[src/rtl/core/scd_pkg.sv]
// Shared package for the settable clock with segment display.
// Holds register defaults, key and edit-state codes, the time bundle type
// and the seven-segment digit encoding functions. No dependencies.
`timescale 1ns / 1ps
`default_nettype none

package scd_pkg;

    localparam int TpsWidth   = 10;
    localparam int BlinkWidth = 8;

    localparam logic [TpsWidth-1:0]   TpsReset   = 10'd20;
    localparam logic [BlinkWidth-1:0] BlinkReset = 8'd6;

    // configuration register select (paddr bit 2)
    localparam logic REG_TICKS_PER_SECOND  = 1'b0;
    localparam logic REG_BLINK_HALF_PERIOD = 1'b1;

    localparam logic KIND_TICK = 1'b0;

    localparam logic [3:0] KEY_STEP = 4'd1;
    localparam logic [3:0] KEY_UP   = 4'd2;
    localparam logic [3:0] KEY_DOWN = 4'd4;

    localparam logic [7:0] SEG_DASH = 8'h40;
    localparam logic [7:0] SEG_MARK = 8'h80;

    typedef enum logic [1:0] {
        EDIT_RUN  = 2'd0,
        EDIT_MIN  = 2'd1,
        EDIT_HOUR = 2'd2
    } edit_state_t;

    typedef struct packed {
        logic [4:0]  hours;
        logic [5:0]  minutes;
        logic [5:0]  seconds;
        edit_state_t edit;
        logic        blink;
    } scd_time_t;

    function automatic logic [7:0] seg_digit(input logic [3:0] d);
        logic [7:0] code;
        case (d)
            4'd0:    code = 8'h3F;
            4'd1:    code = 8'h06;
            4'd2:    code = 8'h5B;
            4'd3:    code = 8'h4F;
            4'd4:    code = 8'h66;
            4'd5:    code = 8'h6D;
            4'd6:    code = 8'h7D;
            4'd7:    code = 8'h07;
            4'd8:    code = 8'h7F;
            4'd9:    code = 8'h6F;
            default: code = 8'h00;
        endcase
        return code;
    endfunction

    // tens code in the low byte, ones code in the high byte
    function automatic logic [15:0] digit_pair(input logic [5:0] v);
        logic [3:0] tens;
        logic [5:0] base;
        logic [5:0] ones;
        if (v >= 6'd60) begin
            tens = 4'd6;
        end else if (v >= 6'd50) begin
            tens = 4'd5;
        end else if (v >= 6'd40) begin
            tens = 4'd4;
        end else if (v >= 6'd30) begin
            tens = 4'd3;
        end else if (v >= 6'd20) begin
            tens = 4'd2;
        end else if (v >= 6'd10) begin
            tens = 4'd1;
        end else begin
            tens = 4'd0;
        end
        base = {tens[2:0], 3'b000} + {1'b0, tens[2:0], 1'b0};
        ones = v - base;
        return {seg_digit(ones[3:0]), seg_digit(tens)};
    endfunction

endpackage

`default_nettype wire

[src/rtl/core/settable_clock_with_segment_display.sv]
// Settable clock top level: tick and key beats in, time plus segment image out.
// Uses scd_pkg and scd_seg_enc.
//
// Input channel (s_): each beat is a timer tick (s_mode 0) or a key press
// (s_mode 1, s_key_code 1 step mode, 2 up, 4 down, anything else no effect).
// Result channel (m_): one beat per input beat with hours, minutes, seconds,
// set_state, blink_phase and the eight-byte segment image.
// Throughput: one beat per cycle while no result is held back by m_ready low;
// the clock state and the result register update in the same edge that
// accepts the input beat.
// A stalled result holds in the result register; a new input beat is taken
// in the same cycle the held result leaves, so no bubble comes between them.
// Reset (aresetn low, synchronous) clears the time, dividers, blink phase and
// edit state, drops any pending result and loads the divider registers
// with 20 ticks per second and a blink half period of 6.
// APB registers: 0x0 ticks_per_second [9:0], 0x4 blink_half_period [7:0];
// write them only while no beat is in flight.
`timescale 1ns / 1ps
`default_nettype none

module settable_clock_with_segment_display
    import scd_pkg::*;
(
    input  wire                aclk,
    input  wire                aresetn,

    input  wire                psel,
    input  wire                penable,
    input  wire                pwrite,
    input  wire  [2:0]         paddr,
    input  wire  [31:0]        pwdata,
    output logic [31:0]        prdata,
    output logic               pready,

    input  wire                s_valid,
    output logic               s_ready,
    input  wire                s_mode,
    input  wire  [3:0]         s_key_code,

    output logic               m_valid,
    input  wire                m_ready,
    output logic [4:0]         m_hours,
    output logic [5:0]         m_minutes,
    output logic [5:0]         m_seconds,
    output logic [1:0]         m_set_state,
    output logic               m_blink_phase,
    output logic [63:0]        m_segments
);

    logic [TpsWidth-1:0]   tps_reg;
    logic [BlinkWidth-1:0] blink_half_reg;

    logic [TpsWidth-1:0]   tick_count_reg,  tick_count_next;
    logic [BlinkWidth-1:0] blink_count_reg, blink_count_next;
    logic                  blink_bit_reg,   blink_bit_next;
    logic [5:0]            second_reg,      second_next;
    logic [5:0]            minute_reg,      minute_next;
    logic [4:0]            hour_reg,        hour_next;
    edit_state_t           edit_reg,        edit_next;

    logic                  m_valid_reg,     m_valid_next;
    scd_time_t             res_time_reg;
    logic [63:0]           res_seg_reg;

    logic                  s_beat;
    logic                  cfg_write;
    logic                  sec_fire;
    scd_time_t             time_next;
    logic [63:0]           seg_next;

    assign pready    = 1'b1;
    assign cfg_write = psel && penable && pwrite && pready;
    assign prdata    = (paddr[2] == REG_BLINK_HALF_PERIOD)
                       ? {{(32-BlinkWidth){1'b0}}, blink_half_reg}
                       : {{(32-TpsWidth){1'b0}}, tps_reg};

    always_ff @(posedge aclk) begin
        if (!aresetn) begin
            tps_reg        <= TpsReset;
            blink_half_reg <= BlinkReset;
        end else if (cfg_write) begin
            if (paddr[2] == REG_TICKS_PER_SECOND) begin
                tps_reg <= pwdata[TpsWidth-1:0];
            end else begin
                blink_half_reg <= pwdata[BlinkWidth-1:0];
            end
        end
    end

    assign s_ready = !m_valid_reg || m_ready;
    assign s_beat  = s_valid && s_ready;

    // next clock state
    always_comb begin
        tick_count_next  = tick_count_reg;
        blink_count_next = blink_count_reg;
        blink_bit_next   = blink_bit_reg;
        second_next      = second_reg;
        minute_next      = minute_reg;
        hour_next        = hour_reg;
        edit_next        = edit_reg;
        sec_fire         = 1'b0;
        if (s_beat) begin
            if (s_mode == KIND_TICK) begin
                if ({1'b0, blink_count_reg} + 9'd1 >= {1'b0, blink_half_reg}) begin
                    blink_count_next = '0;
                    blink_bit_next   = !blink_bit_reg;
                end else begin
                    blink_count_next = blink_count_reg + 8'd1;
                end
                if ({1'b0, tick_count_reg} + 11'd1 >= {1'b0, tps_reg}) begin
                    tick_count_next = '0;
                    sec_fire        = (edit_reg == EDIT_RUN);
                end else begin
                    tick_count_next = tick_count_reg + 10'd1;
                end
                if (sec_fire) begin
                    if (second_reg >= 6'd59) begin
                        second_next = '0;
                        if (minute_reg >= 6'd59) begin
                            minute_next = '0;
                            hour_next   = (hour_reg >= 5'd23) ? 5'd0 : hour_reg + 5'd1;
                        end else begin
                            minute_next = minute_reg + 6'd1;
                        end
                    end else begin
                        second_next = second_reg + 6'd1;
                    end
                end
            end else begin
                case (s_key_code)
                    KEY_STEP: begin
                        unique case (edit_reg)
                            EDIT_RUN:  edit_next = EDIT_MIN;
                            EDIT_MIN:  edit_next = EDIT_HOUR;
                            default: begin
                                edit_next   = EDIT_RUN;
                                second_next = '0;
                            end
                        endcase
                    end
                    KEY_UP: begin
                        if (edit_reg == EDIT_MIN) begin
                            minute_next = (minute_reg >= 6'd59) ? 6'd0 : minute_reg + 6'd1;
                        end else if (edit_reg == EDIT_HOUR) begin
                            hour_next = (hour_reg >= 5'd23) ? 5'd0 : hour_reg + 5'd1;
                        end
                    end
                    KEY_DOWN: begin
                        if (edit_reg == EDIT_MIN) begin
                            minute_next = (minute_reg == 6'd0) ? 6'd59 : minute_reg - 6'd1;
                        end else if (edit_reg == EDIT_HOUR) begin
                            hour_next = (hour_reg == 5'd0) ? 5'd23 : hour_reg - 5'd1;
                        end
                    end
                    default: ;
                endcase
            end
        end
    end

    always_comb begin
        time_next.hours   = hour_next;
        time_next.minutes = minute_next;
        time_next.seconds = second_next;
        time_next.edit    = edit_next;
        time_next.blink   = blink_bit_next;
        m_valid_next      = s_beat ? 1'b1 : (m_ready ? 1'b0 : m_valid_reg);
    end

    scd_seg_enc u_seg_enc (
        .time_in  (time_next),
        .segments (seg_next)
    );

    always_ff @(posedge aclk) begin
        if (!aresetn) begin
            tick_count_reg  <= '0;
            blink_count_reg <= '0;
            blink_bit_reg   <= 1'b0;
            second_reg      <= '0;
            minute_reg      <= '0;
            hour_reg        <= '0;
            edit_reg        <= EDIT_RUN;
            m_valid_reg     <= 1'b0;
        end else begin
            tick_count_reg  <= tick_count_next;
            blink_count_reg <= blink_count_next;
            blink_bit_reg   <= blink_bit_next;
            second_reg      <= second_next;
            minute_reg      <= minute_next;
            hour_reg        <= hour_next;
            edit_reg        <= edit_next;
            m_valid_reg     <= m_valid_next;
        end
    end

    always_ff @(posedge aclk) begin
        if (s_beat) begin
            res_time_reg <= time_next;
            res_seg_reg  <= seg_next;
        end
    end

    assign m_valid       = m_valid_reg;
    assign m_hours       = res_time_reg.hours;
    assign m_minutes     = res_time_reg.minutes;
    assign m_seconds     = res_time_reg.seconds;
    assign m_set_state   = res_time_reg.edit;
    assign m_blink_phase = res_time_reg.blink;
    assign m_segments    = res_seg_reg;

    a_time_range: assert property (@(posedge aclk) disable iff (!aresetn)
        (hour_reg <= 5'd23) && (minute_reg <= 6'd59) && (second_reg <= 6'd59))
        else $error("clock value out of range");

    a_tick_keeps_edit: assert property (@(posedge aclk) disable iff (!aresetn)
        (s_beat && (s_mode == KIND_TICK)) |=> $stable(edit_reg))
        else $error("tick beat changed edit state");

    a_return_clears_sec: assert property (@(posedge aclk) disable iff (!aresetn)
        (s_beat && (s_mode != KIND_TICK) && (s_key_code == KEY_STEP)
         && (edit_reg == EDIT_HOUR)) |=> (second_reg == 6'd0) && (edit_reg == EDIT_RUN))
        else $error("return to run did not clear seconds");

    a_hour_blank: assert property (@(posedge aclk) disable iff (!aresetn)
        (m_valid && m_blink_phase && (m_set_state == EDIT_HOUR)) |-> (m_segments[15:0] == 16'h0))
        else $error("hour digits not blanked");

    a_key_keeps_div: assert property (@(posedge aclk) disable iff (!aresetn)
        (s_beat && (s_mode != KIND_TICK)) |=> $stable(tick_count_reg) && $stable(blink_bit_reg))
        else $error("key beat advanced a divider");

endmodule

`default_nettype wire

[src/rtl/core/scd_seg_enc.sv]
// Seven-segment image encoder for the clock display.
// Turns a time bundle into eight segment bytes with edit blanking.
// Depends on scd_pkg.
`timescale 1ns / 1ps
`default_nettype none

module scd_seg_enc
    import scd_pkg::*;
(
    input  wire scd_time_t   time_in,
    output logic [63:0]      segments
);

    logic        blank_h;
    logic        blank_m;
    logic [15:0] hour_pair;
    logic [15:0] min_pair;
    logic [15:0] sec_pair;

    always_comb begin
        blank_h   = (time_in.edit == EDIT_HOUR) && time_in.blink;
        blank_m   = (time_in.edit == EDIT_MIN) && time_in.blink;
        hour_pair = blank_h ? 16'h0000 : digit_pair({1'b0, time_in.hours});
        min_pair  = blank_m ? 16'h0000 : digit_pair(time_in.minutes);
        sec_pair  = digit_pair(time_in.seconds);
        segments  = {sec_pair, SEG_MARK, min_pair, SEG_DASH, hour_pair};
    end

endmodule

`default_nettype wire
[config.mk]
export PLATFORM = sky130hd
export DESIGN_NAME = settable_clock_with_segment_display
export DESIGN_NICKNAME = d
export VERILOG_FILES = /design/src/rtl/core/scd_pkg.sv /design/src/rtl/core/settable_clock_with_segment_display.sv /design/src/rtl/core/scd_seg_enc.sv
export SDC_FILE = /design/constraint.sdc
export NUM_CORES = 1
export LEC_CHECK = 0
export ABC_AREA = 1
export BUFFER_PORTS_ARGS = -buffer_cell sky130_fd_sc_hd__buf_2
export CAP_MARGIN = 15
export CORE_ASPECT_RATIO = 1.1
export CORE_MARGIN = 3
export CORE_UTILIZATION = 57
export CTS_CLUSTER_SIZE = 40
export DETAILED_ROUTE_END_ITERATION = 6
export PLACE_DENSITY = 0.82
export SYNTH_ARGS = -nofsm -noshare
export SYNTH_HDL_FRONTEND = slang
export SYNTH_HIERARCHICAL = 1
export SYNTH_SLANG_ARGS = --single-unit
[constraint.sdc]
create_clock -name aclk -period 7.1 [get_ports aclk]
set_clock_uncertainty 0.2 [all_clocks]
set_input_delay 0.355 -clock aclk [delete_from_list [all_inputs] [get_ports aclk]]
set_output_delay 0.355 -clock aclk [all_outputs]
set_load 0.05 [all_outputs]
==> results of run 1 <==
-- stage by stage --
step                      setup WS (ns)  utilization
final                              1.68        0.665
after CTS                          1.69        0.665
after global placement             1.72        0.624
after global routing               1.03        0.665
after detailed placement           1.68        0.624
after floorplan                   0.703            -
-- worst paths after layout --
| path | end | slack (ns) | cells past startpoint |
|---|---|---|---|
| worst max-delay path | m_segments[33] | 1.68 | 29 |
| worst min-delay path | tps_reg[8] | 0.03 | 3 |
| worst max register to register | m_segments[33] | 1.68 | 29 |
| worst min register to register | tps_reg[1] | 0.28 | 2 |
-- cell usage in the layout (no fill, tap or decap), types with 5 or more instances in the layout --
master	Yosys	routed
nand2_1	306	306
inv_1	126	125
buf_2	8	118
a21oi_1	87	87
edfxtp_1	84	84
nor2_1	81	81
nand3_1	72	72
ha_1	67	67
dfxtp_1	57	57
o21ai_0	56	56
conb_1	4	45
nand4_1	18	18
clkbuf_16	0	17
xor2_1	16	16
inv_2	15	15
nand2_2	13	13
o21ai_1	12	12
nor2_2	7	7
nor3_1	5	5
xnor2_1	5	5
or2_2	5	5
-- critical path: cells and delay by family, from the launching register on --
kind | cells | cell delay (ns)
AND/OR/NAND/NOR | 21 | 2.87
adder cells (fa/ha/maj) | 2 | 0.63
AO/OA/AOI/OAI | 1 | 0.50
buffers and inverters | 4 | 0.44
flip-flops | 1 | 0.38
XOR/XNOR | 1 | 0.15
-- what timing repair did --
action | 4_1_cts | 5_1_grt
endpoints found under the hold margin | 6 | 0
buffers inserted | 0 | 0
hold buffers | 4 | 0
-- layout make-up --
class	instances	area [µm²]	share of cell area
Inverter	145	548	0.0543
Multi-Input combinational cell	827	4410	0.437
Sequential cell	141	3660	0.363
Tap cell	196	245	0.0243
Timing Repair Buffer	124	646	0.0640
Clock inverter	13	140	0.0139
Clock buffer	19	433	0.0429
-- routing by layer --
| metal | vias up | track usage | wire length, µm |
|---|---|---|---|
| li1 | 3846 | - | - |
| met1 | 3365 | 0.273 | 7860 |
| met2 | 236 | 0.373 | 8980 |
| met3 | 31 | 0.0380 | 1100 |
| met4 | 0 | 0.0873 | 391 |
| met5 | - | 0 | 0 |
-- report_power, final --
part / switching [W] / internal, W
clock: 0.000350 / 0.000518
sequential: 0.0000203 / 0.000943
combinational: 0.000422 / 0.000133
-- logic make-up after synthesis --
| family | share of synthesized area |
|---|---|
| adder cells (fa/ha/maj) | 0.0939 |
| multiplexers | 0.00112 |
| flip-flops | 0.410 |
| other | 0.00168 |
| buffers and inverters | 0.113 |
| AND/OR/NAND/NOR | 0.261 |
| AO/OA/AOI/OAI | 0.0963 |
| XOR/XNOR | 0.0224 |
==> results.yml, run 1 <==
run_status:
  status: "finished clean"
setup_path:
  critPathLaunchType: "flop"
  path_max_fanout: 11
  cp_slowest_cell: "o21ai_0"
  critPathRequiredTime_ns: 7.07
  startpoint: "tick_count_reg[0]"
  worstPathArrival_ns: 5.39
  max_stage_delay_ns: 0.50
  r2r_start: "tick_count_reg[0]"
  crit_type: "flop to flop"
  endpoint_kind: "flop"
  worst_path_most_repeated_cell: "nand2_1"
hold_path:
  hold_path_startpoint: "pwdata[8]"
  hold_class: "primary input to flop"
clock_tree:
  clkSlewWorstSetupHoldPaths_ns: 0.06
  cts.path.max_buffers: 2
  htree_levels: 4
  cts-resized-gates: 0
  numCtsBuffers: 17
  cts_tree: "built"
  clockRootBuffer: "clkbuf_16"
  clkLatencyLatePin_ns: 0.43
  clkSinkCount: 141
yosys:
  synth_cell_types: 48
  avgSynthCellArea_um2: 7.82
  yosysTopAreaCell: "edfxtp_1"
  synth_top_area_share: 0.283
  synthArstFlopShare: 0
  synth.yosys.seq_area_share: 0.410
  syn_inst: 1141
  synth_area_mm2: 0.00893
  synthTopCellsByCount: "306 x nand2_1, 126 x inv_1, 87 x a21oi_1, 84 x edfxtp_1, 81 x nor2_1"
  yosys_warnings: 6
  synthFlopType: "edfxtp_1"
  synth-edff-count: 84
  synth.area.top_cells: "edfxtp_1 28%, nand2_1 13%, dfxtp_1 13%, ha_1 9.4%, inv_1 5.3%"
  yosysMostFrequentCell: "nand2_1"
  synth_seq_cells: 141
placed_design:
  placedCellCount: 1429
  gp_congestion: 0.901
  dp_hpwl_um: 13200
  io_buffers: 118
  placed_area_mm2: 0.00947
run:
  cap_viol_max_count: 0
die:
  die_h_um: 137
  rows: 47
  fp.dieW_um: 125
  core_area_mm2: 0.0152
  io_pins: 166
  initial_core_util: 0.588
  die_area_mm2: 0.0172
finish:
  drive_above_1_share: 0.165
  area_growth_pct: 13.0
  antenna_cells: 0
  fin_area_mm2: 0.0101
  nNetsFinal: 1370
  largest_reg_flops: 64
  fillers: 1308
  final_cells: 1465
sta:
  slew_headroom: 0.394
  min_period_ns: 5.42
  slew_violations: 0
  max_freq_mhz: 185
  tightest_slew_ns: 0.902
  hold_viol_final: 0
  whs_ns: 0.0264
  timing.final.crit_share: 0.763
  setup_viol: 0
  final.setup.tns_ns: 0
  rsz0062_at_grt: "false"
grt:
  antenna_found_initial: 0
  overflow: 0
  track_usage: 0.217
  grt_max_degree: 52
  grt_pass1_vias: 6894
  grt_pass1_wl_um: 31100
drt:
  wl_per_cell_um: 12.5
  via_per_inst: 5.10
  antenna_left: 0
  drt-initial-drc-count: 512
  drc_errors: 0
  wl_um: 18300
  vias: 7478
  dr.pass1.iters: 5
power_and_ir_drop:
  power_density_mw_per_mm2: 237
  totalPowerFinal_w: 0.00239
  vdd_drop_max_uv: 116
  power_leakage_nw: 4.85
(Power assumes the default switching activity.)
==> run 2: changes to the inputs <==
--- a/config.mk
+++ b/config.mk
@@ -5,15 +5,15 @@
 export SDC_FILE = /design/constraint.sdc
 export NUM_CORES = 1
 export LEC_CHECK = 0
-export ABC_AREA = 1
+export ABC_AREA = 0
 export BUFFER_PORTS_ARGS = -buffer_cell sky130_fd_sc_hd__buf_2
 export CAP_MARGIN = 15
 export CORE_ASPECT_RATIO = 1.1
 export CORE_MARGIN = 3
-export CORE_UTILIZATION = 57
+export CORE_UTILIZATION = 51
 export CTS_CLUSTER_SIZE = 40
 export DETAILED_ROUTE_END_ITERATION = 6
-export PLACE_DENSITY = 0.82
+export PLACE_DENSITY = 0.77
 export SYNTH_ARGS = -nofsm -noshare
 export SYNTH_HDL_FRONTEND = slang
 export SYNTH_HIERARCHICAL = 1
==> constraint.sdc (replaced) <==
create_clock -name aclk -period 4.95 [get_ports aclk]
set_clock_uncertainty 0.2 [all_clocks]
set_input_delay 0.2475 -clock aclk [delete_from_list [all_inputs] [get_ports aclk]]
set_output_delay 0.2475 -clock aclk [all_outputs]
set_load 0.05 [all_outputs]
==> results.yml, run 2 <==
yosys:
  synth_seq_cells: 141
  synth-edff-count: 84
  synth_top_area_share: 0.288
  yosys_warnings: 6
  syn_inst: 933
  synth_cell_types: 82
  synth_area_mm2: 0.00875
  avgSynthCellArea_um2: 9.38
  yosysMostFrequentCell: "nand2_1"
  synthArstFlopShare: 0
  synth.yosys.seq_area_share: 0.419
  yosysTopAreaCell: "edfxtp_1"
  synth.area.top_cells: "edfxtp_1 29%, dfxtp_1 13%, ha_1 9.6%, nand2_1 4.6%, buf_4 4.1%"
  synthTopCellsByCount: "107 x nand2_1, 84 x edfxtp_1, 67 x ha_1, 66 x a21oi_1, 61 x nor2_1"
  synthFlopType: "edfxtp_1"
clock_tree:
  clkSinkCount: 141
  clkLatencyLatePin_ns: 0.43
  cts.path.max_buffers: 2
  htree_levels: 4
  clockRootBuffer: "clkbuf_16"
  numCtsBuffers: 17
  clkSlewWorstSetupHoldPaths_ns: 0.07
  cts_tree: "built"
placed_design:
  dp_hpwl_um: 13800
  placed_area_mm2: 0.00973
  io_buffers: 118
  gp_congestion: 0.935
setup_path:
  regToRegSetupSlack_ns: 0.15
  max_stage_delay_ns: 0.35
  r2r_start: "tick_count_reg[3]"
  endpoint_kind: "flop"
  path_buf_inv: 0
  path_max_fanout: 7
  worst_r2r_path_depth: 21
  worst_path_most_repeated_cell: "nand2_1"
  cp_top_family: "simple AND/OR/NAND/NOR gates"
  critPathRequiredTime_ns: 4.92
  critPathLaunchType: "flop"
  reg2reg_to: "m_segments[37]"
  cp_slowest_cell: "dfxtp_1"
  path_cells: "and3_2, and3_4, nand3_1, xnor2_2, ha_4, and3_1, and2_2, a31oi_4, mux2i_2, o21ai_2, nand2b_1, a21oi_1, nor2_1, or2_2, ha_2, nand2_1, xor2_1, mux2i_1, nand2_1, nand4_4, o21ai_1"
  worstPathArrival_ns: 4.76
  path_depth: 21
  crit_type: "flop to flop"
die:
  die_area_mm2: 0.0188
  io_pins: 166
  core_area_mm2: 0.0166
  die_h_um: 143
  fp.dieW_um: 131
  rows: 49
  initial_core_util: 0.527
finish:
  nNetsFinal: 1224
  largest_reg_flops: 64
  final_cell_mix: "118 x buf_2, 107 x nand2_1, 84 x edfxtp_1"
  fin_area_mm2: 0.0108
  area_growth_pct: 23.5
  final_common_cell: "buf_2"
  drive_above_1_share: 0.264
  antenna_cells: 0
  fillers: 1339
power_and_ir_drop:
  vdd_drop_max_uv: 232
  power_leakage_nw: 4.53
  power_density_mw_per_mm2: 274
run:
  cap_viol_max_count: 0
hold_path:
  hold_path_startpoint: "penable"
  hold-path-endpoint: "blink_half_reg[5]"
  hold_class: "primary input to flop"
  whs_path_depth: 5
grt:
  grt_pass1_vias: 6649
  grt_pass1_wl_um: 31700
  antenna_found_initial: 0
  grt_max_degree: 62
  track_usage: 0.209
  overflow: 0
drt:
  wl_um: 19800
  drt-initial-drc-count: 498
  antenna_left: 0
  vias: 7244
  via_per_inst: 5.36
  wl_per_cell_um: 14.6
  dr.pass1.iters: 6
  drc_errors: 0
sta:
  final.setup.tns_ns: 0
  setup_viol: 0
  slew_headroom: 0.423
  tightest_slew_ns: 0.863
  hold_viol_final: 0
  min_period_ns: 4.80
  max_freq_mhz: 209
  timing.final.crit_share: 0.969
  slew_violations: 0
run_status:
  status: "finished clean"
run 2: cell types whose count changed after synthesis, moves of 13 or more:
cell	before	now
nand2_1	306	107
inv_1	126	50
nand3_1	72	30
a21oi_1	87	66
nor2_1	81	61
a31oi_1	1	16
nor3_1	5	18
run 2: worst max-delay path by stage:
stage / startpoint / endpoint
after detailed placement: tick_count_reg[1] / m_segments[13]
after floorplan: tick_count_reg[0] / m_segments[35]
after CTS: tick_count_reg[1] / m_segments[37]
final: tick_count_reg[3] / m_segments[37]
after global routing: tick_count_reg[0] / m_segments[37]
after global placement: tick_count_reg[0] / m_segments[37]
run 2: per-layer routing:
metal / global-route usage / part of all wire / vias to the layer above
met1: 0.267 / 0.42 / 3340
met4: 0.0790 / 0.022 / 0
met3: 0.0442 / 0.065 / 36
li1: - / - / 3627
met2: 0.346 / 0.49 / 241
met5: 0 / 0 / -
run 2: timing repair:
action,CTS,global route
endpoints found under the setup margin,13,26
cloned,0,1
setup buffers,1,9
hold buffers,14,0
hold endpoints to repair,19,0
gates resized for setup,6,58
pin swaps,1,22
run 2: worst register-to-register path, delay by kind of cell, from the launching register on:
kind / cells / cell delay (ns)
AO/OA/AOI/OAI: 4 / 0.62
flip-flops: 1 / 0.35
adder cells (fa/ha/maj): 2 / 0.60
XOR/XNOR: 2 / 0.42
AND/OR/NAND/NOR: 11 / 1.92
multiplexers: 2 / 0.45
run 2: cell families (layout without fill, tap and decap cells):
logic type	Yosys count	count (layout)	share of synthesized area
xor+xnor	32	32	0.0337
fa+ha+maj	69	69	0.0984
flops	141	141	0.419
other cells	4	45	0.00172
mux	17	17	0.0202
buf+inv	136	284	0.0801
compound gates	248	248	0.188
simple gates	286	287	0.159
run 2: final cells by class:
cell class,count,area (µm²),share of cell area
clock buffers,17,425,0.0394
flip-flops and latches,141,3660,0.339
repair buffers,197,1250,0.116
well taps,229,287,0.0265
clock inverters,15,136,0.0126
multi-input cells,698,4830,0.447
inverters,55,208,0.0192
run 2: per-stage QoR:
step | hold slack [ns] | worst slack (ns) | power (W) | utilization | instances
after floorplan | 0.183 | 0.0773 | 0.00167 | - | 974
after global placement | 0.243 | 0.0479 | 0.00174 | 0.586 | 1295
after detailed placement | 0.246 | -0.0593 | 0.00174 | 0.586 | 1295
after CTS | 0.159 | 0.0258 | 0.00297 | 0.630 | 1342
after global routing | 0.230 | -0.0718 | 0.00308 | 0.651 | 1352
final | 0.177 | 0.155 | 0.00296 | 0.651 | 1352
run 2: report_power, final:
group | internal (W) | leakage (nW) | total [W] | switching (W)
combinational | 0.000114 | 3.05 | 0.000438 | 0.000325
clock | 0.000697 | 0.271 | 0.00122 | 0.000520
sequential | 0.00129 | 1.20 | 0.00131 | 0.0000176
==> run 3: changes to the inputs <==
--- a/config.mk
+++ b/config.mk
@@ -5,15 +5,15 @@
 export SDC_FILE = /design/constraint.sdc
 export NUM_CORES = 1
 export LEC_CHECK = 0
-export ABC_AREA = 0
+export ABC_AREA = 1
 export BUFFER_PORTS_ARGS = -buffer_cell sky130_fd_sc_hd__buf_2
 export CAP_MARGIN = 15
 export CORE_ASPECT_RATIO = 1.1
 export CORE_MARGIN = 3
-export CORE_UTILIZATION = 51
+export CORE_UTILIZATION = 52
 export CTS_CLUSTER_SIZE = 40
 export DETAILED_ROUTE_END_ITERATION = 6
-export PLACE_DENSITY = 0.77
+export PLACE_DENSITY = 0.78
 export SYNTH_ARGS = -nofsm -noshare
 export SYNTH_HDL_FRONTEND = slang
 export SYNTH_HIERARCHICAL = 1
==> results.yml, run 3 (synthesis gave the netlist of run 1 again) <==
setup_path:
  endpoint_kind: "flop"
  startpoint: "tick_count_reg[4]"
  worst_r2r_path_depth: 32
  critPathLaunchType: "flop"
  critPathRequiredTime_ns: 4.93
  max_stage_delay_ns: 0.39
  path_max_fanout: 10
  crit_type: "flop to flop"
  r2r_start: "tick_count_reg[4]"
  regToRegSetupSlack_ns: 0.31
  worstPathArrival_ns: 4.63
  reg2reg_to: "m_segments[35]"
  worst_path_most_repeated_cell: "nand2_1"
  cp_slowest_cell: "dfxtp_1"
die:
  core_area_mm2: 0.0166
  die_area_mm2: 0.0188
  die_h_um: 143
  initial_core_util: 0.537
  rows: 49
  io_pins: 166
  fp.dieW_um: 131
clock_tree:
  htree_levels: 4
  clkSlewWorstSetupHoldPaths_ns: 0.06
  clkSinkCount: 141
  cts.path.max_buffers: 2
  cts_tree: "built"
  numCtsBuffers: 17
  clockRootBuffer: "clkbuf_16"
  clkLatencyLatePin_ns: 0.42
drt:
  antenna_left: 0
  drc_errors: 0
  via_per_inst: 5.00
  wl_um: 19400
  vias: 7670
  dr.pass1.iters: 4
  drt-initial-drc-count: 408
  wl_per_cell_um: 12.7
hold_path:
  hold-path-endpoint: "blink_half_reg[2]"
  whs_path_depth: 4
  hold_path_startpoint: "penable"
  hold_class: "primary input to flop"
sta:
  timing.final.crit_share: 0.938
  min_period_ns: 4.64
  final.setup.tns_ns: 0
  slew_violations: 0
  setup_viol: 0
  tightest_slew_ns: 0.629
  max_freq_mhz: 215
  hold_viol_final: 0
  slew_headroom: 0.580
finish:
  antenna_cells: 0
  final_cell_mix: "298 x nand2_1, 122 x inv_1, 118 x buf_2"
  drive_above_1_share: 0.199
  area_growth_pct: 18.7
  final_common_cell: "nand2_1"
  nNetsFinal: 1405
  largest_reg_flops: 64
  final_core_util: 0.638
  final_cells: 1533
grt:
  grt_pass1_wl_um: 31700
  track_usage: 0.207
  grt_max_degree: 41
  overflow: 0
  grt_pass1_vias: 6964
  antenna_found_initial: 0
placed_design:
  placedCellCount: 1482
  dp_hpwl_um: 13300
  gp_congestion: 0.965
  io_buffers: 118
run_status:
  status: "finished clean"
power_and_ir_drop:
  power_leakage_nw: 5.10
  power_density_mw_per_mm2: 336
  vdd_drop_max_uv: 239
run:
  cap_viol_max_count: 0
[run 3: changes by cell type in the layout (fill, tap and decap cells not counted), moves of 11 or more]
| cell | previous run | this run |
|---|---|---|
| a21oi_1 | 62 | 86 |
| buf_4 | 60 | 28 |
| nor2_1 | 59 | 78 |
| a31oi_1 | 15 | 1 |
| o211ai_1 | 12 | 1 |
| nand3_1 | 28 | 72 |
| inv_2 | 3 | 18 |
| o21ai_0 | 43 | 54 |
| nand2_1 | 107 | 298 |
| inv_1 | 49 | 122 |
| nand2_2 | 2 | 17 |
| nor3_1 | 18 | 4 |
[run 3: critical path: cells and delay by family (launching register included)]
family | cells | cell delay (ns)
XOR/XNOR | 1 | 0.18
buffers and inverters | 5 | 0.51
AND/OR/NAND/NOR | 20 | 1.78
flip-flops | 1 | 0.39
adder cells (fa/ha/maj) | 3 | 0.95
AO/OA/AOI/OAI | 3 | 0.40
[run 3: area by class of cell]
cell class,instances,area [µm²]
well taps,229,287
inverters,145,548
clock buffers,24,557
fillers,1399,6020
clock inverters,8,88.8
flip-flops and latches,141,3670
multi-input cells,827,4520
repair buffers,159,931
[run 3: worst max-delay path by stage]
stage	endpoint	slack (ns)	cells after the start
CTS	m_segments[35]	0.01	32
floorplan	m_segments[32]	0.29	19
finish	m_segments[35]	0.31	32
detailed placement	m_segments[56]	0.12	33
global placement	m_segments[62]	0.17	33
global route	m_segments[35]	-0.02	32
[run 3: repair_timing]
item	CTS	global route
hold buffers	13	0
setup endpoints to repair	9	21
setup buffers	0	6
hold endpoints to repair	21	0
pin swaps	0	3
gates resized for setup	2	31
[run 3: per-layer routing]
metal / GRT usage / vias to the layer above / part of all wire
li1: - / 3931 / -
met1: 0.252 / 3459 / 0.43
met2: 0.357 / 242 / 0.50
met3: 0.0383 / 38 / 0.054
met4: 0.0926 / 0 / 0.025
met5: 0 / - / 0
[run 3: per-stage QoR]
stage / hold slack, ns / setup slack [ns] / power, W / instance area [µm²]
final: 0.0589 / 0.305 / 0.00356 / 10600
after global routing: 0.107 / -0.0175 / 0.00371 / 10600
after CTS: 0.0482 / 0.0108 / 0.00357 / 10400
after detailed placement: 0.274 / 0.121 / 0.00221 / 9660
after global placement: 0.270 / 0.168 / 0.00219 / 9660
after floorplan: 0.174 / 0.295 / 0.00207 / 9080
[run 3: power breakdown]
group	switching (W)	leakage, nW	total, W	internal, W
clock network	0.000501	0.318	0.00135	0.000846
registers	0.0000282	1.26	0.00138	0.00135
logic	0.000619	3.53	0.000832	0.000213
total	0.00115	5.10	0.00356	0.00241
